[config.mk]
export PLATFORM = sky130hd
export DESIGN_NAME = pnde_ram
export DESIGN_NICKNAME = d
export VERILOG_FILES = /design/src/packed_nibble_draw_engine_top_macros.svh /design/src/pnde_ram.sv
export SDC_FILE = /design/constraint.sdc
export NUM_CORES = 1
export LEC_CHECK = 0
export ABC_AREA = 1
export BUFFER_PORTS_ARGS = -buffer_cell sky130_fd_sc_hd__buf_4
export CORE_MARGIN = 3
export CORE_UTILIZATION = 55
export DETAILED_ROUTE_END_ITERATION = 12
export PLACE_DENSITY = 0.71
export SLEW_MARGIN = 20
export SYNTH_ARGS = -nofsm -noshare
export SYNTH_HDL_FRONTEND = slang
export SYNTH_SLANG_ARGS = --single-unit
[constraint.sdc]
create_clock -name clk -period 1.4 [get_ports clk]
set_input_delay 0 -clock clk [delete_from_list [all_inputs] [get_ports clk]]
set_output_delay 0 -clock clk [all_outputs]
set_load 0.005 [all_outputs]
[src/packed_nibble_draw_engine_top_macros.svh]
`ifndef PACKED_NIBBLE_DRAW_ENGINE_TOP_MACROS_SVH
`define PACKED_NIBBLE_DRAW_ENGINE_TOP_MACROS_SVH

// Same-cycle implication, checked on every rising clock edge outside reset.
`define PNDE_ASSERT_NOW(lbl, ante, cons) \
	lbl: assert property (@(posedge clk) disable iff (!arst_n) (ante) |-> (cons)) \
		else $error("draw engine check failed");

// Next-cycle implication, checked on every rising clock edge outside reset.
`define PNDE_ASSERT_NEXT(lbl, ante, cons) \
	lbl: assert property (@(posedge clk) disable iff (!arst_n) (ante) |=> (cons)) \
		else $error("draw engine check failed");

`endif

[src/pnde_ram.sv]
`timescale 1ns / 1ps

module pnde_ram #(
	parameter int WIDTH = 8,
	parameter int DEPTH = 16,
	localparam int AW = (DEPTH > 1) ? $clog2(DEPTH) : 1
) (
	input  logic             clk,
	input  logic             we,
	input  logic [AW-1:0]    waddr,
	input  logic [WIDTH-1:0] wdata,
	input  logic             re,
	input  logic [AW-1:0]    raddr,
	output logic [WIDTH-1:0] rdata
);

	logic [WIDTH-1:0] mem_q [DEPTH];

	always_ff @(posedge clk) begin
		if (we) begin
			mem_q[waddr] <= wdata;
		end
		if (re) begin
			rdata <= mem_q[raddr];
		end
	end

endmodule

==> metrics.cfg <==
[worst_setup_path]
crit_fanout = 1
class_of_the_most_critical_setup_path = flop to flop
crit_reg_reg_startpoint = mem_q[9][4]
cp.required_ns = 1.66
rr_endpoint = rdata[4]
ff2ff_setup_slack_ns = 0.15
critical_path_arrival_ns = 1.51
r2r.worst_path.cells = 6
crit_path_start_kind = flop
endpoint_kind = flop

[cells_and_area]
multi_input_area_um2 = 1210
post-route-util_pct = 66.7
nNetsFinal = 625
diodes_inserted = 0
syn_to_final_growth_pct = 17.7
regArea_um2 = 4080
filler_cell_count = 774
post_route_cells_drive_above_1_share_pct = 12.5

[cts]
cts_inserted_buffers = 17
cts-resized-gates = 0
tritoncts = built
clock_latency_at_the_later_pin_of_the_worst_skew_pair_ns = 0.52
cts_root_buffer = clkbuf_8
clkSinkCount = 136
path_clk_slew_ns = 0.06
clock_path_buffers = 2
cts_max_level = 4

[timing]
fmaxAchievable_mhz = 800
post-route-period-util_pct = 89.3
finalSetupTns_ns = 0
final.min_clock_period_ns = 1.25
worst_slew_pin_slew_ns = 0.345
rsz_0062_raised_after_global_routing = false
setup_viols_final = 0
final_hold_viol_count = 0
finalWorstSetupSlack_ns = 0.150
timing.max_slew.rel_slack_pct = 76.9
final-max-slew-violation-count = 0
finClkSkew_ns = 0.00674

[floorplan]
floorplan.rows = 37
fp.dieH_um = 109
num_io_pins = 27
core_region_um2 = 10300
die-width_um = 109
initial_utilization_pct = 56.6
die_area_um2 = 11900

[run_status]
status = completed

[yosys]
synth_fa_ha_area_share_pct = 0
synth_warnings = 0
combinational_family_with_the_most_area_after_synthesis = simple AND/OR/NAND/NOR gates
synthesis.area_um2 = 5850
netlist-cell-type-count = 11
synth_xor_area_share_pct = 0
synth_fp_nets = 570
syn_area_cell_um2 = 10.6
postSynthRegisterBits = 136
ys_seq_area_share_pct = 69.8
syn-instance-count = 551
post_synth_and_or_nand_nor_area_fraction_pct = 20.8
synth-compound-area-share_pct = 0
synth_mux_area_share_pct = 0

[power_and_ir_drop]
sw_frac_of_total_pct = 21.5
peakVddDrop_mv = 0.794
p_total_mw = 9.03
power_share_of_the_clock_group_pct = 42.1
power.static_leakage_nw = 2.99
share_comb_of_total_power_pct = 6.8
cell_internal_power_mw = 7.09
pwr_density_cell_nw_per_um2 = 1310
p_sw_mw = 1.94
power_frac_seq_pct = 51.1

[global_route]
wire_length_of_the_first_global_routing_pass_um = 20300
met1_usage_pct = 32.3
gr-total-overflow = 0
gr-max-usage-layer = met2
global_route.usage.met3_pct = 6.57
first_global_vias = 3801
antenna_found_initial = 0
grt.total_usage_pct = 23.8
grt_start_max_net_pins = 65
grt_use_met2_pct = 36.6

[route]
totalWireLength_um = 13000
routed-via-count = 3958
route.detailed.vias_per_inst = 5.25
route.detailed.wl_per_inst_um = 17.2
drc = 0
ant_nets = 0
drt-pass1-iter-count = 5
initialDrtViolationCount = 318

[worst_hold_path]
min_delay_path_depth = 4
whs_endpoint = mem_q[2][3]
holdCritPathClass = input pin to flop
holdCritStartpoint = waddr[3]

[placed_design]
hpwl_um = 7990
io_buffer_count = 26
pre_cts_slack_ns = 0.145
gpl.final_weighted_congestion = 0.873

[job]
max-cap-violations = 0

routing by layer:
| layer | vias up | wire length (µm) |
|---|---|---|
| met4 | 0 | 276 |
| met5 | - | 0 |
| met2 | 152 | 6180 |
| met1 | 1892 | 5590 |
| li1 | 1894 | - |
| met3 | 20 | 920 |
Yosys cell counts:
cell	number	area (µm²)
buf_1	1	3.75
buf_2	13	65.1
buf_4	4	30.0
buf_6	6	67.6
edfxtp_1	136	4080
inv_1	100	375
inv_2	2	7.51
nand2_1	173	649
nand3_1	97	485
nand3b_1	2	15.0
nor2_1	17	63.8
power groups by stage:
stage               sequential [mW]  combinational, mW  clock [mW]
floorplan                      4.69              0.322           0
global placement               4.70              0.577           0
CTS                            4.62              0.613        3.85
global route                   4.62              0.679        4.08
detailed placement             4.70              0.586           0
finish                         4.61              0.614        3.80
cell usage in the layout, fill, tap and decap left out, types with 4 or more instances in the layout:
cell type / n
buf_12: 4
buf_4: 46
clkbuf_16: 16
clkinv_1: 5
clkinv_2: 5
dlygate4sd3_1: 10
edfxtp_1: 136
inv_1: 100
nand2_1: 173
nand3_1: 97
nor2_1: 17
how the worst max path moves through the flow:
stage | start | endpoint | slack [ns] | cells past startpoint
after floorplan | waddr[2] | mem_q[10][0] | 0.45 | 2
after global placement | raddr[0] | rdata[0] | 0.15 | 8
after detailed placement | raddr[0] | rdata[0] | 0.14 | 8
after CTS | mem_q[9][4] | rdata[4] | 0.19 | 6
after global routing | mem_q[9][4] | rdata[4] | 0.13 | 6
final | mem_q[9][4] | rdata[4] | 0.15 | 6
state kept, by name, summed over array words and instances, names as in the netlist:
| register | count |
|---|---|
| mem_q | 128 |
| rdata | 8 |
cell type report:
class	count	share of cell area, %
Sequential cell	136	59.3
Multi-Input combinational cell	289	17.6
Inverter	102	5.56
Clock inverter	13	1.29
Timing Repair Buffer	60	7.63
Tap cell	136	2.47
Clock buffer	18	6.07
cell families (layout without fill, tap and decap cells):
logic type,Yosys count,count (layout)
buffers and inverters,126,193
DFF,136,136
and+or+nand+nor,289,289
worst max-delay path, cell delays in order (launching register included):
cell and delay, ns:
edfxtp_1 0.37, inv_1 0.06, nand2_1 0.05, nand3_1 0.12
nand3_1 0.11, nand3_1 0.19, nand2_1 0.10
timing repair:
action                                 in CTS  in global routing
hold buffers                               10                  0
setup buffers                               0                  0
endpoints found under the hold margin     143                  0
metrics by stage:
step	hold WS, ns	cell area (µm²)	cells
finish	0.0365	6880	754
global route	0.0379	6880	754
CTS	0.0163	6880	754
detailed placement	0.297	6280	713
global placement	0.304	6280	713
floorplan	0.0989	5850	551
No activity file was read; power rests on OpenSTA's default activity.
