[config.mk]
export PLATFORM = sky130hd
export DESIGN_NAME = pnde_rect
export DESIGN_NICKNAME = d
export VERILOG_FILES = /design/src/packed_nibble_draw_engine_top_macros.svh /design/src/pnde_pkg.sv /design/src/pnde_rect.sv
export SDC_FILE = /design/constraint.sdc
export NUM_CORES = 1
export LEC_CHECK = 0
export BUFFER_PORTS_ARGS = -buffer_cell sky130_fd_sc_hd__clkbuf_2
export CORE_ASPECT_RATIO = 1.5
export CORE_MARGIN = 10
export CORE_UTILIZATION = 30
export CTS_CLUSTER_SIZE = 30
export DETAILED_ROUTE_END_ITERATION = 12
export GPL_TIMING_DRIVEN = 1
export PLACE_DENSITY = 0.49
export SYNTH_ARGS = -nofsm -noshare
export SYNTH_HDL_FRONTEND = slang
export SYNTH_SLANG_ARGS = --single-unit
[constraint.sdc]
create_clock -name clk -period 4 [get_ports clk]
set_input_delay 0.8 -clock clk [delete_from_list [all_inputs] [get_ports clk]]
set_output_delay 0.8 -clock clk [all_outputs]
set_load 0.005 [all_outputs]
[src/packed_nibble_draw_engine_top_macros.svh]
`ifndef PACKED_NIBBLE_DRAW_ENGINE_TOP_MACROS_SVH
`define PACKED_NIBBLE_DRAW_ENGINE_TOP_MACROS_SVH

// Same-cycle implication, checked on every rising clock edge outside reset.
`define PNDE_ASSERT_NOW(lbl, ante, cons) \
	lbl: assert property (@(posedge clk) disable iff (!arst_n) (ante) |-> (cons)) \
		else $error("draw engine check failed");

// Next-cycle implication, checked on every rising clock edge outside reset.
`define PNDE_ASSERT_NEXT(lbl, ante, cons) \
	lbl: assert property (@(posedge clk) disable iff (!arst_n) (ante) |=> (cons)) \
		else $error("draw engine check failed");

`endif

[src/pnde_pkg.sv]
`timescale 1ns / 1ps

package pnde_pkg;

	localparam int FRAME_WIDTH  = 160;
	localparam int FRAME_HEIGHT = 128;
	localparam int STORE_BYTES  = (FRAME_WIDTH * FRAME_HEIGHT + 1) / 2;

	localparam int ADDR_W  = $clog2(STORE_BYTES);
	localparam int PIX_W   = ADDR_W + 1;
	localparam int XW      = $clog2(FRAME_WIDTH);
	localparam int YW      = (FRAME_HEIGHT > 1) ? $clog2(FRAME_HEIGHT) : 1;
	localparam int COORD_W = 13;

	localparam logic [2:0] OP_POINT   = 3'd0;
	localparam logic [2:0] OP_HLINE   = 3'd1;
	localparam logic [2:0] OP_VLINE   = 3'd2;
	localparam logic [2:0] OP_FILL    = 3'd3;
	localparam logic [2:0] OP_OUTLINE = 3'd4;
	localparam logic [2:0] OP_OUTFILL = 3'd5;
	localparam logic [2:0] OP_CLEAR   = 3'd6;
	localparam logic [2:0] OP_READ    = 3'd7;

	localparam logic [7:0] LO_MASK = 8'h0F;
	localparam logic [7:0] HI_MASK = 8'hF0;

	typedef struct packed {
		logic signed [COORD_W-1:0] x0;
		logic signed [COORD_W-1:0] y0;
		logic signed [COORD_W-1:0] w;
		logic signed [COORD_W-1:0] h;
		logic [3:0]                color;
	} rect_t;

	typedef struct packed {
		logic              re;
		logic [ADDR_W-1:0] raddr;
		logic              we;
		logic [ADDR_W-1:0] waddr;
		logic [7:0]        wdata;
	} mem_req_t;

	typedef struct packed {
		logic busy;
		logic done;
	} walk_stat_t;

endpackage

[src/pnde_rect.sv]
`timescale 1ns / 1ps

// Clips one rectangle against the frame and walks its pixels row by row,
// doing a read-modify-write of the packed byte for each pixel.
module pnde_rect (
	input  logic                 clk,
	input  logic                 arst_n,
	input  logic                 start,
	input  pnde_pkg::rect_t      rect,
	input  logic [7:0]           rdata,
	output pnde_pkg::mem_req_t   mem_req,
	output pnde_pkg::walk_stat_t stat
);

	localparam logic [1:0] W_IDLE = 2'd0;
	localparam logic [1:0] W_BASE = 2'd1;
	localparam logic [1:0] W_RD   = 2'd2;
	localparam logic [1:0] W_WR   = 2'd3;

	localparam logic signed [pnde_pkg::COORD_W-1:0] FW_S =
		pnde_pkg::COORD_W'(pnde_pkg::FRAME_WIDTH);
	localparam logic signed [pnde_pkg::COORD_W-1:0] FH_S =
		pnde_pkg::COORD_W'(pnde_pkg::FRAME_HEIGHT);
	localparam logic signed [pnde_pkg::COORD_W-1:0] ONE_S = pnde_pkg::COORD_W'(1);

	logic [1:0] state_q;

	logic signed [pnde_pkg::COORD_W-1:0] xa_c, xb_c, ya_c, yb_c, xl_c, yl_c;
	logic empty_c;

	logic [pnde_pkg::XW-1:0]     xa_q, xl_q, x_q;
	logic [pnde_pkg::YW-1:0]     ya_q, yl_q, y_q;
	logic                        empty_q;
	logic [3:0]                  color_q;
	logic [pnde_pkg::PIX_W-1:0]  base_q, idx_c;
	logic [pnde_pkg::ADDR_W-1:0] addr_q;
	logic                        last_c;

	always_comb begin
		xa_c = (rect.x0 < 0) ? '0 : rect.x0;
		ya_c = (rect.y0 < 0) ? '0 : rect.y0;
		xb_c = rect.x0 + rect.w;
		yb_c = rect.y0 + rect.h;
		if (xb_c > FW_S) begin
			xb_c = FW_S;
		end
		if (yb_c > FH_S) begin
			yb_c = FH_S;
		end
		xl_c = xb_c - ONE_S;
		yl_c = yb_c - ONE_S;
		empty_c = (rect.w <= 0) || (rect.h <= 0) || (xa_c >= xb_c) || (ya_c >= yb_c);
	end

	assign idx_c  = base_q + pnde_pkg::PIX_W'(x_q);
	assign last_c = (x_q == xl_q) && (y_q == yl_q);

	always_ff @(posedge clk or negedge arst_n) begin
		if (!arst_n) begin
			state_q <= W_IDLE;
		end else begin
			unique case (state_q)
				W_IDLE: if (start) begin
					state_q <= W_BASE;
				end
				W_BASE: state_q <= empty_q ? W_IDLE : W_RD;
				W_RD:   state_q <= W_WR;
				W_WR:   state_q <= last_c ? W_IDLE : W_RD;
				default: state_q <= W_IDLE;
			endcase
		end
	end

	always_ff @(posedge clk) begin
		unique case (state_q)
			W_IDLE: if (start) begin
				xa_q    <= xa_c[pnde_pkg::XW-1:0];
				xl_q    <= xl_c[pnde_pkg::XW-1:0];
				ya_q    <= ya_c[pnde_pkg::YW-1:0];
				yl_q    <= yl_c[pnde_pkg::YW-1:0];
				empty_q <= empty_c;
				color_q <= rect.color;
			end
			W_BASE: begin
				base_q <= pnde_pkg::PIX_W'(ya_q * pnde_pkg::FRAME_WIDTH);
				x_q    <= xa_q;
				y_q    <= ya_q;
			end
			W_RD: addr_q <= idx_c[pnde_pkg::PIX_W-1:1];
			W_WR: begin
				if (x_q == xl_q) begin
					x_q    <= xa_q;
					y_q    <= y_q + 1'b1;
					base_q <= base_q + pnde_pkg::PIX_W'(pnde_pkg::FRAME_WIDTH);
				end else begin
					x_q <= x_q + 1'b1;
				end
			end
			default: ;
		endcase
	end

	always_comb begin
		mem_req       = '0;
		mem_req.re    = (state_q == W_RD);
		mem_req.raddr = idx_c[pnde_pkg::PIX_W-1:1];
		mem_req.we    = (state_q == W_WR);
		mem_req.waddr = addr_q;
		if (x_q[0]) begin
			mem_req.wdata = (rdata & pnde_pkg::LO_MASK) | {color_q, 4'h0};
		end else begin
			mem_req.wdata = (rdata & pnde_pkg::HI_MASK) | {4'h0, color_q};
		end
	end

	assign stat.busy = (state_q != W_IDLE);
	assign stat.done = ((state_q == W_BASE) && empty_q) || ((state_q == W_WR) && last_c);

endmodule

==> metrics.txt, run 1 <==
crit path DAT 4250 ps; fill count 1,977; Main synth FF type edfxtp_1; Final nets 946; CTS tree built; Post-DP Area 0.00762 sq mm; Detail Route met2 WL 8.92 mm; Max VDD drop 0.153 mV; die width 135 um; Worst setup SP type input port; worst reg-to-reg setup slack 1470 ps; initial DRC count 157; cell area after layout 0.00804 sq mm; Tightest Pin Transition 1090 ps; GRT Util Overall 12.3%; largest net degree at the start of global routing 36; Netlist Area Pre-Place 0.00600 sq mm; met3 WL 619 um; cts hold-fix bufs 0; Pre-antenna DRT Iters 4; Leakage 3.51 nW; EDFF count, synth 74; Root Driver clkbuf_16; max incr delay on CP 380 ps; Sw Share 30.2%; R2R Path Start state_q[0]; core area 0.0197 sq mm; CP max FO 3; largest family of logic cells by synthesized area simple AND/OR/NAND/NOR gates; Die H 193 um; Fin Clk Skew 6.49 ps; Most Frequent Cell on Critical Path a21o_1; Cell Pwr Density 365 mW/mm^2; Synth Area in Compound Gates 14.0%; CTS Buf Count 9; maximum clock rate 0.239 GHz; Final GP Congestion 0.852; Storage cell area 0.00227 sq mm; overall power 2.94 mW; GR Overflow Total 0; non-filler instance count after layout 1,074; Slowest-stage cell, CP fa_2; RSZ-0062 raised after global routing yes; deepest clock path buffer count 2; min Tclk post-route 4180 ps; DR vias/cell 4.74; Register-to-Register Path Depth 4; register area share after synthesis 37.9%; violated checks negative setup slack; area occupied by multi-input gates 0.00364 sq mm; Syn-to-layout area delta 34.0%; Hold Fails Final Rpt 0; final worst-path cycle share 105%; most common cell after layout, fill and taps aside buf_4; ys async rst share 2.63%; Die Area 0.0262 sq mm; CP required 4070 ps; Final Setup Violations 1; Flop pwr share 35.4%; Detailed Place HPWL 13.7 mm; I/O pins 107; Synth Area in XOR/XNOR 10.7%; Synth Area in Simple Gates 16.3%; fin. max-slew vios 0; Initial Util 30.5%; YS warnings 0; first-pass GRT wire length 26.5 mm; Syn Area/Cell 9.92 sq um; Setup crit end kind register; Synth Instances 605; multiplexer share of the synthesized area 2.04%; Reg clk slew, reported paths 60 ps; P_sw 0.885 mW; Final WS setup -180 ps; Setup TNS Final -180 ps; initial antenna violation count 0; adder-cell share of the synthesized area 15.1%; unique cell type count in the Yosys netlist 53; Slew HR 27.5%; DRC Markers 0; Buffers & Inverters on Critical Path 1; status finished, violations left; family with the most delay on the worst path compound AO/OA/AOI/OAI gates; Port Buffers 106; vias in the first global route 5,608; cells along the critical path clkbuf_8, ha_4, fa_2, a21o_1, a21oi_2, xnor2_2, or3b_4, o31a_1, o41ai_4, and2_4, ha_4, nand2b_4, a21o_1, a21o_1, a211oi_2, o21ai_1, o211ai_1, a21o_1, nand3_1; Seq cells post-synth 76; Worst Hold Class input port to asynchronous set/reset pin; met1 wire length 6.07 mm; Placed Cells 1,058; max-cap viol count 0; power share of the combinational group 35.0%; via count 5,093; clk sink count 76; DR top layer met4; post-place setup slack -665 ps; syn_nets 742; most frequent cells in the layout 115 x buf_4, 105 x clkbuf_2, 74 x edfxtp_1; Clock power frac 29.6%; Post-CTS Setup Inserts 0; worst skew pair latency 340 ps; post-route ant nets 0; reg2reg end x_q[1]; htree depth 3; Internal 2.05 mW; Avg WL per Cell 14.9 um; antenna cells 0; WL final 16.0 mm; layout cells sized above 1 34.3%; WS Path Type input port to register; FP Rows 63
==> power groups by stage <==
stage / Clock (mW) / Sequential (mW) / Combinational, mW
2_1_floorplan: 0 / 1.03 / 0.643
6_report: 0.869 / 1.04 / 1.03
5_1_grt: 0.928 / 1.05 / 1.16
4_1_cts: 0.892 / 1.04 / 1.02
3_3_place_gp: 0 / 1.06 / 0.989
3_5_place_dp: 0 / 1.06 / 1.01
==> what timing repair did <==
action	CTS	global route
endpoints found under the hold margin	0	0
endpoints found under the setup margin	1	3
pin swaps	5	12
resized for setup	3	15
==> kinds of logic (layout without fill, tap and decap cells) <==
family,Yosys count,after routing
and+or+nand+nor,195,195
buffers and inverters,49,258
DFF,76,76
xor gates and xnor gates,73,73
AOI/OAI and AO/OA,131,131
adders and majority gates,70,70
muxes,11,11
==> layer usage <==
metal | up-vias | global-route usage (%)
li1 | 2603 | -
met1 | 2371 | 12.2
met2 | 91 | 23.4
met3 | 28 | 2.54
met4 | 0 | 5.10
met5 | - | 0
==> synth_stat cells, types with 2 or more instances <==
library cell	n	area share [%]
nand2b_1	7	0.73
a211oi_1	10	1.3
inv_1	21	1.3
nand4_1	4	0.42
a221oi_1	2	0.29
o31ai_1	2	0.25
xnor2_1	39	5.7
clkbuf_1	10	0.63
o2111ai_1	2	0.29
o21bai_1	4	0.50
o21ai_0	32	2.7
a31o_2	2	0.29
o22ai_1	3	0.31
fa_1	4	1.3
a21o_1	14	1.8
nor2b_1	31	3.2
edfxtp_1	74	37
ha_1	66	14
nor3_1	7	0.58
o211ai_1	6	0.75
buf_1	2	0.13
nand2_1	50	3.1
dfrtp_1	2	0.83
and2_1	4	0.42
a21oi_1	38	3.2
nor4_1	15	1.6
or2_2	3	0.31
a31oi_1	3	0.31
buf_4	14	1.8
nand3_1	16	1.3
a21oi_2	2	0.29
xor2_1	34	5.0
and3_1	6	0.63
o21a_1	3	0.38
nor2_1	44	2.8
o31a_1	2	0.29
or4_1	2	0.25
mux2_2	10	1.9
==> registers in the layout (all words and copies together), names as in the netlist <==
signal and flops:
addr_q 14, ya_q 7, y_q 7, xl_q 8, empty_q 1, state_q 2
xa_q 8, yl_q 7, color_q 4, base_q 10, x_q 8
==> worst max path at each step <==
stage,to,slack [ps],startpoint,cells past startpoint
2_1_floorplan,empty_q,-310,rect[4],18
3_3_place_gp,empty_q,-600,rect[17],19
3_5_place_dp,empty_q,-660,rect[4],19
4_1_cts,empty_q,-310,rect[17],19
5_1_grt,empty_q,-380,rect[17],20
6_report,empty_q,-180,rect[4],19
==> final cells by class <==
class,count,share of cell area [%]
Clock buffer,9,2.80
Clock inverter,7,1.24
Inverter,21,0.980
Multi-Input combinational cell,480,45.2
Sequential cell,76,28.3
Tap cell,260,4.05
Timing Repair Buffer,221,17.4
==> stage by stage <==
| stage | util [%] | hold WS (ps) |
|---|---|---|
| final | 40.8 | 239 |
| after global routing | 40.8 | 222 |
| after CTS | 40.5 | 222 |
| after detailed placement | 38.7 | 487 |
| after global placement | 38.7 | 489 |
| after floorplan | - | 435 |
Power figures use the tool's default switching activity.
==> inputs of run 2 (changes only) <==
Settings changed: CELL_PAD_IN_SITES_DETAIL_PLACEMENT set to 1, CELL_PAD_IN_SITES_GLOBAL_PLACEMENT set to 2, PLACE_DENSITY 0.49 to 0.71.
==> run 2 against run 1 <==
Net effect:
- the run still ends with negative setup slack left
- total power fell by 4.3%
- register-to-register slack improved by 90 ps
- largest cell class unchanged
- sequential share of layout area rose by 0.50 points
- worst setup slack got worse by 13 ps
- largest power group unchanged
- routed wire length rose by 9.7%
- via count rose by 1.8%
- final cell count fell by 0.37%
- critical path type unchanged
==> metrics.txt, run 2 (synthesis results as in run 1) <==
DRC Markers 0 (unchanged); cts hold-fix bufs 0 (unchanged); CTS Buf Count 9 (unchanged); Largest regs addr_q: 14 flops, base_q: 10 flops (unchanged); Leakage 3.46 nW (was 3.51 nW); crit path DAT 4280 ps (was 4250 ps); Initial Util 30.5% (unchanged); core area 0.0197 sq mm (unchanged); Avg WL per Cell 16.4 um (was 14.9 um); I/O pins 107 (unchanged); CP startpoint rect[4] (unchanged); max-cap viol count 0 (unchanged); deepest clock path buffer count 2 (unchanged); most common cell after layout, fill and taps aside buf_4 (unchanged); violated checks negative setup slack (unchanged); Max VDD drop 0.163 mV (was 0.153 mV); Worst setup SP type input port (unchanged); Slew HR 36.5% (was 27.5%); die width 135 um (unchanged); initial antenna violation count 0 (unchanged); Tightest Pin Transition 950 ps (was 1090 ps); CP max FO 6 (was 3); Final Setup Violations 1 (unchanged); clk sink count 76 (unchanged); DR vias/cell 4.85 (was 4.74); Detailed Place HPWL 15.2 mm (was 13.7 mm); RSZ-0062 raised after global routing yes (unchanged); Port Buffers 106 (unchanged); CP required 4080 ps (was 4070 ps); Root Driver clkbuf_16 (unchanged); overall power 2.81 mW (was 2.94 mW); Register-to-Register Path Depth 8 (was 4); worst skew pair latency 340 ps (about the same); post-route ant nets 0 (unchanged); Largest register FFs 14 (unchanged); Hold WS 239 ps (about the same); Cell Pwr Density 356 mW/mm^2 (was 365 mW/mm^2); first-pass GRT wire length 29.1 mm (was 26.5 mm); Reg clk slew, reported paths 60 ps (about the same); vias in the first global route 5,953 (was 5,608); CTS tree built (unchanged); Final GP Congestion 0.852 (about the same); R2R Path Start ya_q[1] (was state_q[0]); most frequent cells in the layout 111 x buf_4, 106 x clkbuf_2, 74 x edfxtp_1 (was 115 x buf_4, 105 x clkbuf_2, 74 x edfxtp_1); Worst Setup EP empty_q (unchanged); Worst Hold Class input port to asynchronous set/reset pin (unchanged); min Tclk post-route 4190 ps (was 4180 ps); Fin Clk Skew 7.12 ps (was 6.49 ps); status finished, violations left (unchanged); GRT Util Overall 13.6% (was 12.3%); Die H 193 um (unchanged); worst reg-to-reg setup slack 1560 ps (was 1470 ps); Syn-to-layout area delta 31.7% (was 34.0%); layout cells sized above 1 33.2% (was 34.3%); Final WS setup -193 ps (was -180 ps); fin. max-slew vios 0 (unchanged); WL final 17.6 mm (was 16.0 mm); maximum clock rate 0.238 GHz (was 0.239 GHz); final worst-path cycle share 105% (about the same); GR Overflow Total 0 (unchanged); initial DRC count 141 (was 157); Pre-antenna DRT Iters 4 (unchanged); WS Path Type input port to register (unchanged); via count 5,186 (was 5,093); antenna cells 0 (unchanged); Final nets 942 (was 946); Largest Register addr_q (unchanged); largest net degree at the start of global routing 36 (unchanged); htree depth 3 (unchanged); Hold Fails Final Rpt 0 (unchanged); reg2reg end base_q[14] (was x_q[1]); FP Rows 63 (unchanged); Setup crit end kind register (unchanged); Die Area 0.0262 sq mm (unchanged)
==> run 2: worst min-delay path by stage <==
| stage | cells past startpoint | end | slack [ps] |
|---|---|---|---|
| after floorplan | 1 | state_q[1] | 430 |
| after global placement | 1 | state_q[1] | 450 |
| after detailed placement | 1 | state_q[1] | 480 |
| after CTS | 1 | state_q[1] | 230 |
| after global routing | 1 | state_q[1] | 230 |
| final | 1 | state_q[1] | 240 |
==> run 2: metrics by stage <==
stage | std cells | TNS (ps) | utilization [%] | instance area (sq um) | setup WS, ps
floorplan | 605 | -312 | - | 6070 | -312
global placement | 1053 | -855 | 38.5 | 7590 | -599
detailed placement | 1053 | -1290 | 38.5 | 7590 | -679
CTS | 1069 | -199 | 40.0 | 7880 | -199
global route | 1070 | -379 | 40.1 | 7900 | -379
finish | 1070 | -193 | 40.1 | 7900 | -193
==> run 2: per-layer routing <==
layer  wire (um)  track usage, %
met3         528            2.46
met4         515            5.02
met2       10100            27.5
met5           0               0
met1        6400            12.7
==> run 2: area by class of cell <==
| class | count | area, sq um |
|---|---|---|
| repair buffers | 217 | 1360 |
| inverters | 21 | 78.8 |
| well taps | 260 | 325 |
| fillers | 2337 | 11800 |
| flip-flops and latches | 76 | 2270 |
| clock buffers | 10 | 229 |
| multi-input cells | 480 | 3590 |
| clock inverters | 6 | 40.0 |
==> run 2: worst max-delay path, stage by stage <==
cell	delay, ps
clkbuf_2	110
ha_4	170
fa_2	400
xor2_1	200
nor3_1	240
or3b_4	420
o31a_1	290
o41ai_4	250
buf_4	200
nand2_2	60
ha_1	260
a21o_1	170
a21o_1	160
a211oi_2	170
o21ai_1	80
o211ai_1	90
a21o_1	140
nand3_1	50
==> run 2: repair_timing <==
item                                    in CTS  in global routing
endpoints found under the setup margin       1                  2
cloned                                       0                  0
setup buffers                                0                  1
pin swaps                                    1                  6
gates resized for setup                      5                  5
==> run 2: power by group <==
group	switching (mW)	total, mW	internal (mW)
registers	0.0634	1.04	0.978
logic	0.513	1.03	0.520
clock network	0.316	0.736	0.419
total	0.892	2.81	1.92
