`src/packed_nibble_draw_engine_top_macros.svh`:
```
`ifndef PACKED_NIBBLE_DRAW_ENGINE_TOP_MACROS_SVH
`define PACKED_NIBBLE_DRAW_ENGINE_TOP_MACROS_SVH

// Same-cycle implication, checked on every rising clock edge outside reset.
`define PNDE_ASSERT_NOW(lbl, ante, cons) \
	lbl: assert property (@(posedge clk) disable iff (!arst_n) (ante) |-> (cons)) \
		else $error("draw engine check failed");

// Next-cycle implication, checked on every rising clock edge outside reset.
`define PNDE_ASSERT_NEXT(lbl, ante, cons) \
	lbl: assert property (@(posedge clk) disable iff (!arst_n) (ante) |=> (cons)) \
		else $error("draw engine check failed");

`endif

```
`src/pnde_pkg.sv`:
```
`timescale 1ns / 1ps

package pnde_pkg;

	localparam int FRAME_WIDTH  = 160;
	localparam int FRAME_HEIGHT = 128;
	localparam int STORE_BYTES  = (FRAME_WIDTH * FRAME_HEIGHT + 1) / 2;

	localparam int ADDR_W  = $clog2(STORE_BYTES);
	localparam int PIX_W   = ADDR_W + 1;
	localparam int XW      = $clog2(FRAME_WIDTH);
	localparam int YW      = (FRAME_HEIGHT > 1) ? $clog2(FRAME_HEIGHT) : 1;
	localparam int COORD_W = 13;

	localparam logic [2:0] OP_POINT   = 3'd0;
	localparam logic [2:0] OP_HLINE   = 3'd1;
	localparam logic [2:0] OP_VLINE   = 3'd2;
	localparam logic [2:0] OP_FILL    = 3'd3;
	localparam logic [2:0] OP_OUTLINE = 3'd4;
	localparam logic [2:0] OP_OUTFILL = 3'd5;
	localparam logic [2:0] OP_CLEAR   = 3'd6;
	localparam logic [2:0] OP_READ    = 3'd7;

	localparam logic [7:0] LO_MASK = 8'h0F;
	localparam logic [7:0] HI_MASK = 8'hF0;

	typedef struct packed {
		logic signed [COORD_W-1:0] x0;
		logic signed [COORD_W-1:0] y0;
		logic signed [COORD_W-1:0] w;
		logic signed [COORD_W-1:0] h;
		logic [3:0]                color;
	} rect_t;

	typedef struct packed {
		logic              re;
		logic [ADDR_W-1:0] raddr;
		logic              we;
		logic [ADDR_W-1:0] waddr;
		logic [7:0]        wdata;
	} mem_req_t;

	typedef struct packed {
		logic busy;
		logic done;
	} walk_stat_t;

endpackage

```
`src/pnde_if.sv`:
```
`timescale 1ns / 1ps

interface pnde_cmd_if;
	logic              valid;
	logic              ready;
	logic [2:0]        operation;
	logic signed [9:0] x_pos;
	logic signed [9:0] y_pos;
	logic [8:0]        span_width;
	logic [8:0]        span_height;
	logic [3:0]        color;
	logic [3:0]        fill_color;

	modport source (
		output valid, operation, x_pos, y_pos, span_width, span_height, color, fill_color,
		input  ready
	);
	modport sink (
		input  valid, operation, x_pos, y_pos, span_width, span_height, color, fill_color,
		output ready
	);
endinterface

interface pnde_res_if;
	logic       valid;
	logic       ready;
	logic [7:0] read_data;
	logic       done_res;

	modport source (output valid, read_data, done_res, input ready);
	modport sink (input valid, read_data, done_res, output ready);
endinterface

```
`src/pnde_seq.sv`:
```
`timescale 1ns / 1ps

// Command sequencer: breaks a command into rectangles for the walker,
// and handles the clear sweep, the byte read and the result register itself.
module pnde_seq (
	input  logic                 clk,
	input  logic                 arst_n,
	pnde_cmd_if.sink             cmd,
	pnde_res_if.source           res,
	input  pnde_pkg::walk_stat_t walk_stat,
	input  logic [7:0]           rdata,
	output logic                 walk_start,
	output pnde_pkg::rect_t      rect,
	output pnde_pkg::mem_req_t   mem_req
);

	localparam logic [2:0] S_IDLE = 3'd0;
	localparam logic [2:0] S_SEG  = 3'd1;
	localparam logic [2:0] S_WAIT = 3'd2;
	localparam logic [2:0] S_CLR  = 3'd3;
	localparam logic [2:0] S_RIDX = 3'd4;
	localparam logic [2:0] S_RRD  = 3'd5;
	localparam logic [2:0] S_RDAT = 3'd6;
	localparam logic [2:0] S_DONE = 3'd7;

	localparam logic signed [pnde_pkg::COORD_W-1:0] ONE_S = pnde_pkg::COORD_W'(1);
	localparam logic signed [pnde_pkg::COORD_W-1:0] TWO_S = pnde_pkg::COORD_W'(2);
	localparam logic signed [pnde_pkg::COORD_W-1:0] FW_S =
		pnde_pkg::COORD_W'(pnde_pkg::FRAME_WIDTH);
	localparam logic signed [pnde_pkg::COORD_W-1:0] FH_S =
		pnde_pkg::COORD_W'(pnde_pkg::FRAME_HEIGHT);
	localparam logic [pnde_pkg::ADDR_W-1:0] LAST_ADDR =
		pnde_pkg::ADDR_W'(pnde_pkg::STORE_BYTES - 1);

	logic [2:0] state_q;
	logic [2:0] seg_q, last_seg_c;

	logic [2:0]        op_q;
	logic signed [9:0] x_q, y_q;
	logic [8:0]        w_q, h_q;
	logic [3:0]        c_q, f_q;

	logic signed [pnde_pkg::COORD_W-1:0] cx, cy, cw, ch;

	logic [pnde_pkg::ADDR_W-1:0] clr_addr_q, rd_addr_q;
	logic [pnde_pkg::PIX_W-1:0]  rd_idx_c;
	logic                        rd_ok_q, in_frame_c;
	logic [7:0]                  rd_q;
	logic                        out_valid_q;
	logic [7:0]                  out_data_q;

	assign cx = pnde_pkg::COORD_W'(x_q);
	assign cy = pnde_pkg::COORD_W'(y_q);
	assign cw = signed'(pnde_pkg::COORD_W'(w_q));
	assign ch = signed'(pnde_pkg::COORD_W'(h_q));

	always_comb begin
		last_seg_c = 3'd0;
		rect = '{x0: cx, y0: cy, w: cw, h: ch, color: c_q};
		unique case (op_q)
			pnde_pkg::OP_POINT: begin
				rect.w = ONE_S;
				rect.h = ONE_S;
			end
			pnde_pkg::OP_HLINE: rect.h = ONE_S;
			pnde_pkg::OP_VLINE: rect.w = ONE_S;
			pnde_pkg::OP_FILL:  ;
			default: begin
				last_seg_c = (op_q == pnde_pkg::OP_OUTFILL) ? 3'd4 : 3'd3;
				unique case (seg_q)
					3'd0: rect.h = ONE_S;
					3'd1: begin
						rect.y0 = cy + ch;
						rect.h  = ONE_S;
					end
					3'd2: rect.w = ONE_S;
					3'd3: begin
						rect.x0 = cx + cw;
						rect.w  = ONE_S;
					end
					default: begin
						rect.x0    = cx + ONE_S;
						rect.y0    = cy + ONE_S;
						rect.w     = cw - TWO_S;
						rect.h     = ch - TWO_S;
						rect.color = f_q;
					end
				endcase
			end
		endcase
	end

	assign in_frame_c = (cx >= 0) && (cy >= 0) && (cx < FW_S) && (cy < FH_S);
	assign rd_idx_c = pnde_pkg::PIX_W'(y_q[pnde_pkg::YW-1:0] * pnde_pkg::FRAME_WIDTH)
		+ pnde_pkg::PIX_W'(x_q[pnde_pkg::XW-1:0]);

	always_ff @(posedge clk or negedge arst_n) begin
		if (!arst_n) begin
			state_q     <= S_IDLE;
			out_valid_q <= 1'b0;
		end else begin
			// A finished command refills the result register as the old one leaves.
			if ((state_q == S_DONE) && (!out_valid_q || res.ready)) begin
				out_valid_q <= 1'b1;
			end else if (res.valid && res.ready) begin
				out_valid_q <= 1'b0;
			end
			unique case (state_q)
				S_IDLE: if (cmd.valid) begin
					priority if (cmd.operation == pnde_pkg::OP_CLEAR) begin
						state_q <= S_CLR;
					end else if (cmd.operation == pnde_pkg::OP_READ) begin
						state_q <= S_RIDX;
					end else begin
						state_q <= S_SEG;
					end
				end
				S_SEG:  state_q <= S_WAIT;
				S_WAIT: if (walk_stat.done) begin
					state_q <= (seg_q == last_seg_c) ? S_DONE : S_SEG;
				end
				S_CLR:  if (clr_addr_q == LAST_ADDR) begin
					state_q <= S_DONE;
				end
				S_RIDX: state_q <= S_RRD;
				S_RRD:  state_q <= S_RDAT;
				S_RDAT: state_q <= S_DONE;
				S_DONE: if (!out_valid_q || res.ready) begin
					state_q <= S_IDLE;
				end
				default: state_q <= S_IDLE;
			endcase
		end
	end

	always_ff @(posedge clk) begin
		unique case (state_q)
			S_IDLE: if (cmd.valid) begin
				op_q       <= cmd.operation;
				x_q        <= cmd.x_pos;
				y_q        <= cmd.y_pos;
				w_q        <= cmd.span_width;
				h_q        <= cmd.span_height;
				c_q        <= cmd.color;
				f_q        <= cmd.fill_color;
				seg_q      <= 3'd0;
				clr_addr_q <= '0;
				rd_q       <= 8'h00;
			end
			S_WAIT: if (walk_stat.done) begin
				seg_q <= seg_q + 3'd1;
			end
			S_CLR:  clr_addr_q <= clr_addr_q + 1'b1;
			S_RIDX: begin
				rd_ok_q   <= in_frame_c;
				rd_addr_q <= rd_idx_c[pnde_pkg::PIX_W-1:1];
			end
			S_RDAT: rd_q <= rd_ok_q ? rdata : 8'h00;
			S_DONE: if (!out_valid_q || res.ready) begin
				out_data_q <= rd_q;
			end
			default: ;
		endcase
	end

	always_comb begin
		mem_req       = '0;
		mem_req.re    = (state_q == S_RRD) && rd_ok_q;
		mem_req.raddr = rd_addr_q;
		mem_req.we    = (state_q == S_CLR);
		mem_req.waddr = clr_addr_q;
		mem_req.wdata = {c_q, c_q};
	end

	assign walk_start    = (state_q == S_SEG);
	assign cmd.ready     = (state_q == S_IDLE);
	assign res.valid     = out_valid_q;
	assign res.read_data = out_data_q;
	assign res.done_res  = 1'b1;

endmodule

```
`src/flat_wrapper.sv`:
```
// flat-port wrapper written by rule: the top's interface ports become plain ports
module pnde_seq_flat 
  (clk, arst_n, walk_stat, rdata, walk_start, rect, mem_req, cmd_valid, cmd_operation, cmd_x_pos, cmd_y_pos, cmd_span_width, cmd_span_height, cmd_color, cmd_fill_color, cmd_ready, res_valid, res_read_data, res_done_res, res_ready);
  pnde_cmd_if cmd_i ();
  pnde_res_if res_i ();
  input  logic clk;
  input  logic arst_n;
  input  pnde_pkg::walk_stat_t walk_stat;
  input  logic [7:0] rdata;
  output logic walk_start;
  output pnde_pkg::rect_t rect;
  output pnde_pkg::mem_req_t mem_req;
  input wire logic [$bits(cmd_i.valid)-1:0] cmd_valid;
  input wire logic [$bits(cmd_i.operation)-1:0] cmd_operation;
  input wire logic [$bits(cmd_i.x_pos)-1:0] cmd_x_pos;
  input wire logic [$bits(cmd_i.y_pos)-1:0] cmd_y_pos;
  input wire logic [$bits(cmd_i.span_width)-1:0] cmd_span_width;
  input wire logic [$bits(cmd_i.span_height)-1:0] cmd_span_height;
  input wire logic [$bits(cmd_i.color)-1:0] cmd_color;
  input wire logic [$bits(cmd_i.fill_color)-1:0] cmd_fill_color;
  output wire logic [$bits(cmd_i.ready)-1:0] cmd_ready;
  output wire logic [$bits(res_i.valid)-1:0] res_valid;
  output wire logic [$bits(res_i.read_data)-1:0] res_read_data;
  output wire logic [$bits(res_i.done_res)-1:0] res_done_res;
  input wire logic [$bits(res_i.ready)-1:0] res_ready;
  assign cmd_i.valid = cmd_valid;
  assign cmd_i.operation = cmd_operation;
  assign cmd_i.x_pos = cmd_x_pos;
  assign cmd_i.y_pos = cmd_y_pos;
  assign cmd_i.span_width = cmd_span_width;
  assign cmd_i.span_height = cmd_span_height;
  assign cmd_i.color = cmd_color;
  assign cmd_i.fill_color = cmd_fill_color;
  assign cmd_ready = cmd_i.ready;
  assign res_valid = res_i.valid;
  assign res_read_data = res_i.read_data;
  assign res_done_res = res_i.done_res;
  assign res_i.ready = res_ready;
  pnde_seq u_core (.clk(clk), .arst_n(arst_n), .cmd(cmd_i), .res(res_i), .walk_stat(walk_stat), .rdata(rdata), .walk_start(walk_start), .rect(rect), .mem_req(mem_req));
endmodule
```
`config.mk`:
```
export PLATFORM = sky130hd
export DESIGN_NAME = pnde_seq_flat
export DESIGN_NICKNAME = d
export VERILOG_FILES = /design/src/packed_nibble_draw_engine_top_macros.svh /design/src/pnde_pkg.sv /design/src/pnde_if.sv /design/src/pnde_seq.sv /design/src/flat_wrapper.sv
export SDC_FILE = /design/constraint.sdc
export NUM_CORES = 1
export LEC_CHECK = 0
export ABC_AREA = 1
export BUFFER_PORTS_ARGS = -buffer_cell sky130_fd_sc_hd__buf_2
export CELL_PAD_IN_SITES_DETAIL_PLACEMENT = 0
export CELL_PAD_IN_SITES_GLOBAL_PLACEMENT = 1
export CORE_ASPECT_RATIO = 0.75
export CORE_MARGIN = 2
export CORE_UTILIZATION = 39
export CTS_CLUSTER_DIAMETER = 60
export DETAILED_ROUTE_END_ITERATION = 8
export GPL_TIMING_DRIVEN = 0
export PLACE_DENSITY = 0.91
export SETUP_SLACK_MARGIN = 0.15
export SYNTH_ARGS = -nofsm -noshare
export SYNTH_HDL_FRONTEND = slang
export SYNTH_SLANG_ARGS = --single-unit
```
`constraint.sdc`:
```
create_clock -name clk -period 4.22 [get_ports clk]
set_input_delay 0.844 -clock clk [delete_from_list [all_inputs] [get_ports clk]]
set_output_delay 0.844 -clock clk [all_outputs]
set_load 0.005 [all_outputs]
```
==> impl_metrics.xml <==
<?xml version="1.0" encoding="UTF-8"?>
<metrics>
  <group name="drt">
    <metric name="viasPerCell" unit="">4.70</metric>
    <metric name="route.vias.total" unit="">5357</metric>
    <metric name="total_routed_wirelength" unit="mm">15.3</metric>
    <metric name="drt-pass1-iter-count" unit="">5</metric>
    <metric name="wl_per_cell" unit="um">13.4</metric>
    <metric name="first_iter_violations" unit="">332</metric>
    <metric name="drc_markers" unit="">0</metric>
    <metric name="postRouteAntennaNets" unit="">0</metric>
  </group>
  <group name="synth">
    <metric name="synth_seq_area_share" unit="%">47.6</metric>
    <metric name="number_of_synthesized_flops_with_an_enable_pin" unit="">97</metric>
    <metric name="syn_nets" unit="">850</metric>
    <metric name="netlist_area" unit="um^2">6330</metric>
    <metric name="async_reset_ff_share" unit="%">3.96</metric>
    <metric name="synth_cells" unit="">744</metric>
    <metric name="synth.ff_latch_count" unit="">101</metric>
    <metric name="synthesis.yosys.warnings" unit="">0</metric>
    <metric name="synth_cell_types" unit="">42</metric>
    <metric name="syn-mean-instance-area" unit="um^2">8.51</metric>
    <metric name="synth_top_cell_area_share" unit="%">46.0</metric>
    <metric name="yosys.area.top_type" unit="">edfxtp_1</metric>
    <metric name="dominantRegCellSynth" unit="">edfxtp_1</metric>
    <metric name="cell_types_occupying_the_most_area_after_synthesis" unit="">edfxtp_1 46%, nand2_1 12%, ha_1 7.7%, inv_1 6.8%, nor2_1 4.7%</metric>
  </group>
  <group name="flow_run">
    <metric name="timing.max_cap.violations" unit="">0</metric>
  </group>
  <group name="critical_path">
    <metric name="cpLargestDelayFamily" unit="">adder cells</metric>
    <metric name="timing.critical_path.slowest_cell_delay" unit="ns">0.44</metric>
    <metric name="endpoint_kind" unit="">output pin</metric>
    <metric name="worstSetupStartpointType" unit="">register</metric>
    <metric name="critPathRequiredTime" unit="ns">3.38</metric>
    <metric name="crit_chain" unit="">ha_1, ha_1, clkbuf_4, nand2_2, ha_4, inv_1, fa_2, nand3b_1, nand2_2, nand2_1, nand2_1, nand2_1, nand2_1, a21oi_2, buf_4, buf_2</metric>
    <metric name="r2r_cells" unit="">9</metric>
    <metric name="cp_num_buf_inv" unit="">4</metric>
    <metric name="critical-path-slowest-cell" unit="">edfxtp_1</metric>
    <metric name="crit_path_frequent_cell" unit="">nand2_1</metric>
    <metric name="worst-path-max-fanout" unit="">9</metric>
    <metric name="critical_path_cell_count" unit="">16</metric>
    <metric name="timing.setup.critical_path_class" unit="">reg -&gt; out</metric>
    <metric name="timing.critical_path.arrival" unit="ns">2.96</metric>
  </group>
  <group name="sta">
    <metric name="finalCritPeriodShare" unit="%">90.1</metric>
    <metric name="max_freq" unit="MHz">263</metric>
    <metric name="final_hold_viol_count" unit="">0</metric>
    <metric name="slew_headroom" unit="%">52.2</metric>
    <metric name="rsz0062_at_grt" unit="">false</metric>
    <metric name="layout_min_cycle_time" unit="ns">3.80</metric>
    <metric name="worstMarginPinSlew" unit="ns">0.714</metric>
    <metric name="timing.final.max_slew_violations" unit="">0</metric>
    <metric name="tns" unit="ns">0</metric>
    <metric name="layout_skew" unit="ns">0.0112</metric>
    <metric name="setup_viol" unit="">0</metric>
  </group>
  <group name="cells_and_area">
    <metric name="fillerInstances" unit="">1520</metric>
    <metric name="final_antenna_diode_count" unit="">0</metric>
    <metric name="layout.nets" unit="">1032</metric>
    <metric name="final_cell_count_no_fill" unit="">1141</metric>
    <metric name="drive_gt1_share" unit="%">26.0</metric>
    <metric name="areaGrowthSynthToFinish" unit="%">23.7</metric>
  </group>
  <group name="grt">
    <metric name="grt-ovfl-total" unit="">0</metric>
    <metric name="via_count_of_the_first_global_routing_pass" unit="">4808</metric>
    <metric name="initial_antenna_violation_count" unit="">0</metric>
    <metric name="first_pass_grt_wire_length" unit="mm">23.8</metric>
    <metric name="grt_start_max_net_pins" unit="">40</metric>
    <metric name="grtUsageTotal" unit="%">17.9</metric>
  </group>
  <group name="power">
    <metric name="power_per_cell_area" unit="nW/um^2">536</metric>
    <metric name="worst_ir_drop_vdd" unit="mV">0.267</metric>
    <metric name="power.total" unit="mW">4.19</metric>
    <metric name="p_leak" unit="nW">3.92</metric>
  </group>
  <group name="cts">
    <metric name="cts.reportedPaths.clkPinSlew" unit="ns">0.08</metric>
    <metric name="cts_hold_buf" unit="">0</metric>
    <metric name="tritoncts" unit="">done</metric>
    <metric name="cts_root_buf" unit="">clkbuf_16</metric>
    <metric name="cts_inserted_buffers" unit="">9</metric>
    <metric name="max-clock-path-buffers" unit="">2</metric>
    <metric name="clkLatencyLatePin" unit="ns">0.36</metric>
    <metric name="clock-sinks" unit="">101</metric>
    <metric name="cts_htree_levels" unit="">3</metric>
  </group>
  <group name="outcome">
    <metric name="run_status" unit="">finished clean</metric>
  </group>
  <group name="floorplan">
    <metric name="number_of_placement_rows" unit="">40</metric>
    <metric name="start_util" unit="%">39.6</metric>
    <metric name="die-width" unit="um">151</metric>
    <metric name="fp.coreArea" unit="um^2">16000</metric>
    <metric name="design.die.area" unit="um^2">17300</metric>
    <metric name="ios" unit="">169</metric>
    <metric name="die_y" unit="um">114</metric>
  </group>
  <group name="placed_design">
    <metric name="hpwl" unit="mm">12.0</metric>
    <metric name="place.port_buffers" unit="">166</metric>
    <metric name="final_wtd_congestion" unit="">0.862</metric>
    <metric name="place.detailed.instances" unit="">1122</metric>
  </group>
  <group name="worst_hold_path">
    <metric name="hold_class" unit="">in -&gt; async</metric>
  </group>
</metrics>
## routing by layer
| metal | vias up | part of all wire, % | global-route usage, % |
|---|---|---|---|
| li1 | 2785 | - | - |
| met1 | 2422 | 47 | 24.2 |
| met2 | 136 | 46 | 28.3 |
| met3 | 14 | 6.4 | 5.14 |
| met4 | 0 | 1.0 | 4.55 |
| met5 | - | 0 | 0 |
## path summary, 6_finish.rpt
kind,start,endpoint,slack (ns)
worst min-delay path,arst_n,u_core.state_q[1],0.27
worst max register to register,u_core.y_q[1],u_core.rd_addr_q[12],1.71
worst max-delay path,u_core.seg_q[1],rect[54],0.42
worst min register to register,u_core.rd_q[4],u_core.res.read_data[4],0.42
min in group clk,u_core.rd_q[4],u_core.res.read_data[4],0.42
max in group asynchronous,arst_n,u_core.state_q[0],3.83
## sequential cells by signal, indices dropped and copies added (netlist names)
signal and flops:
u_core.x_q 10, u_core.rd_addr_q 14, u_core.clr_addr_q 14, u_core.y_q 10, u_core.op_q 3, u_core.c_q 4
u_core.res.valid 1, u_core.seg_q 3, u_core.state_q 3, u_core.res.read_data 8, u_core.h_q 9, u_core.f_q 4
u_core.rd_q 8, u_core.w_q 9, u_core.rd_ok_q 1
## worst reg2reg max path, stage by stage, from the launching register on
cell and delay, ns:
edfxtp_1 0.49, ha_1 0.34, ha_1 0.24, fa_1 0.40
xor2_1 0.29, nand3_1 0.16, nor2_1 0.18, nand2_1 0.07
nand2_1 0.07, nand2_1 0.04
## where the power goes
| part | internal [mW] | switching, mW |
|---|---|---|
| registers | 1.42 | 0.165 |
| clock network | 0.473 | 0.404 |
| logic | 0.673 | 1.06 |
| total | 2.57 | 1.62 |
## synth_stat cells (all sizes together) (2+ instances only)
library cell,instances
a31oi,2
nor3,7
nand4,8
mux2,4
o211ai,4
xnor2,4
edfxtp,97
xor2,8
o21ai,34
inv,119
nand2,198
nand3b,9
ha,39
dfrtp,4
clkinv,2
buf,22
nor3b,2
fa,4
nor2,85
o21a,2
nand3,54
a21oi,27
o22ai,3
## cell usage in the layout, fill, tap and decap left out, types with 4 or more instances in the layout
cell type  netlist  routed
nand2_1        196     194
buf_2            1     167
inv_1          114     113
edfxtp_1        97      97
nor2_1          80      79
nand3_1         53      53
ha_1            39      38
o21ai_0         27      27
a21oi_1         27      25
buf_4           20      23
nand3b_1         9       9
clkbuf_16        0       9
xor2_1           8       8
inv_2            5       7
o21ai_1          7       7
nand4_1          6       6
nor3_1           6       5
xnor2_1          4       4
mux2_2           4       4
dfrtp_1          4       4
## per-stage QoR
step           setup WS (ns)  util [%]  cell area [um^2]  hold slack (ns)
3_3_place_gp           0.509      46.5              7420            0.402
2_1_floorplan          0.973         -              6330            0.400
4_1_cts                0.153      48.8              7790            0.264
3_5_place_dp           0.490      46.7              7460            0.406
5_1_grt                0.165      49.0              7830            0.263
6_report               0.416      49.0              7830            0.273
## repair_timing
action | 4_1_cts | 5_1_grt
buffers inserted | 3 | 0
setup endpoints to repair | 4 | 12
resized for setup | 0 | 14
cloned | 0 | 0
## cell families after synthesis
family	after synthesis	share of synthesized area (%)
XOR/XNOR	12	1.66
adder cells (fa/ha/maj)	43	8.97
multiplexers	4	0.712
other	1	0.0592
AND/OR/NAND/NOR	366	24.9
flip-flops	101	47.6
AO/OA/AOI/OAI	73	6.25
buffers and inverters	144	9.88
## final cells by class
cell class,instances,area [um^2],share of cell area (%)
plain buffers,23,174,2.22
well taps,210,263,3.36
flip-flops and latches,101,3010,38.5
inverters,121,455,5.82
clock inverters,6,80.1,1.02
clock buffers,10,229,2.92
multi-input cells,499,2730,34.9
repair buffers,171,885,11.3
Note: power is estimated with default switching activity, not from simulation.
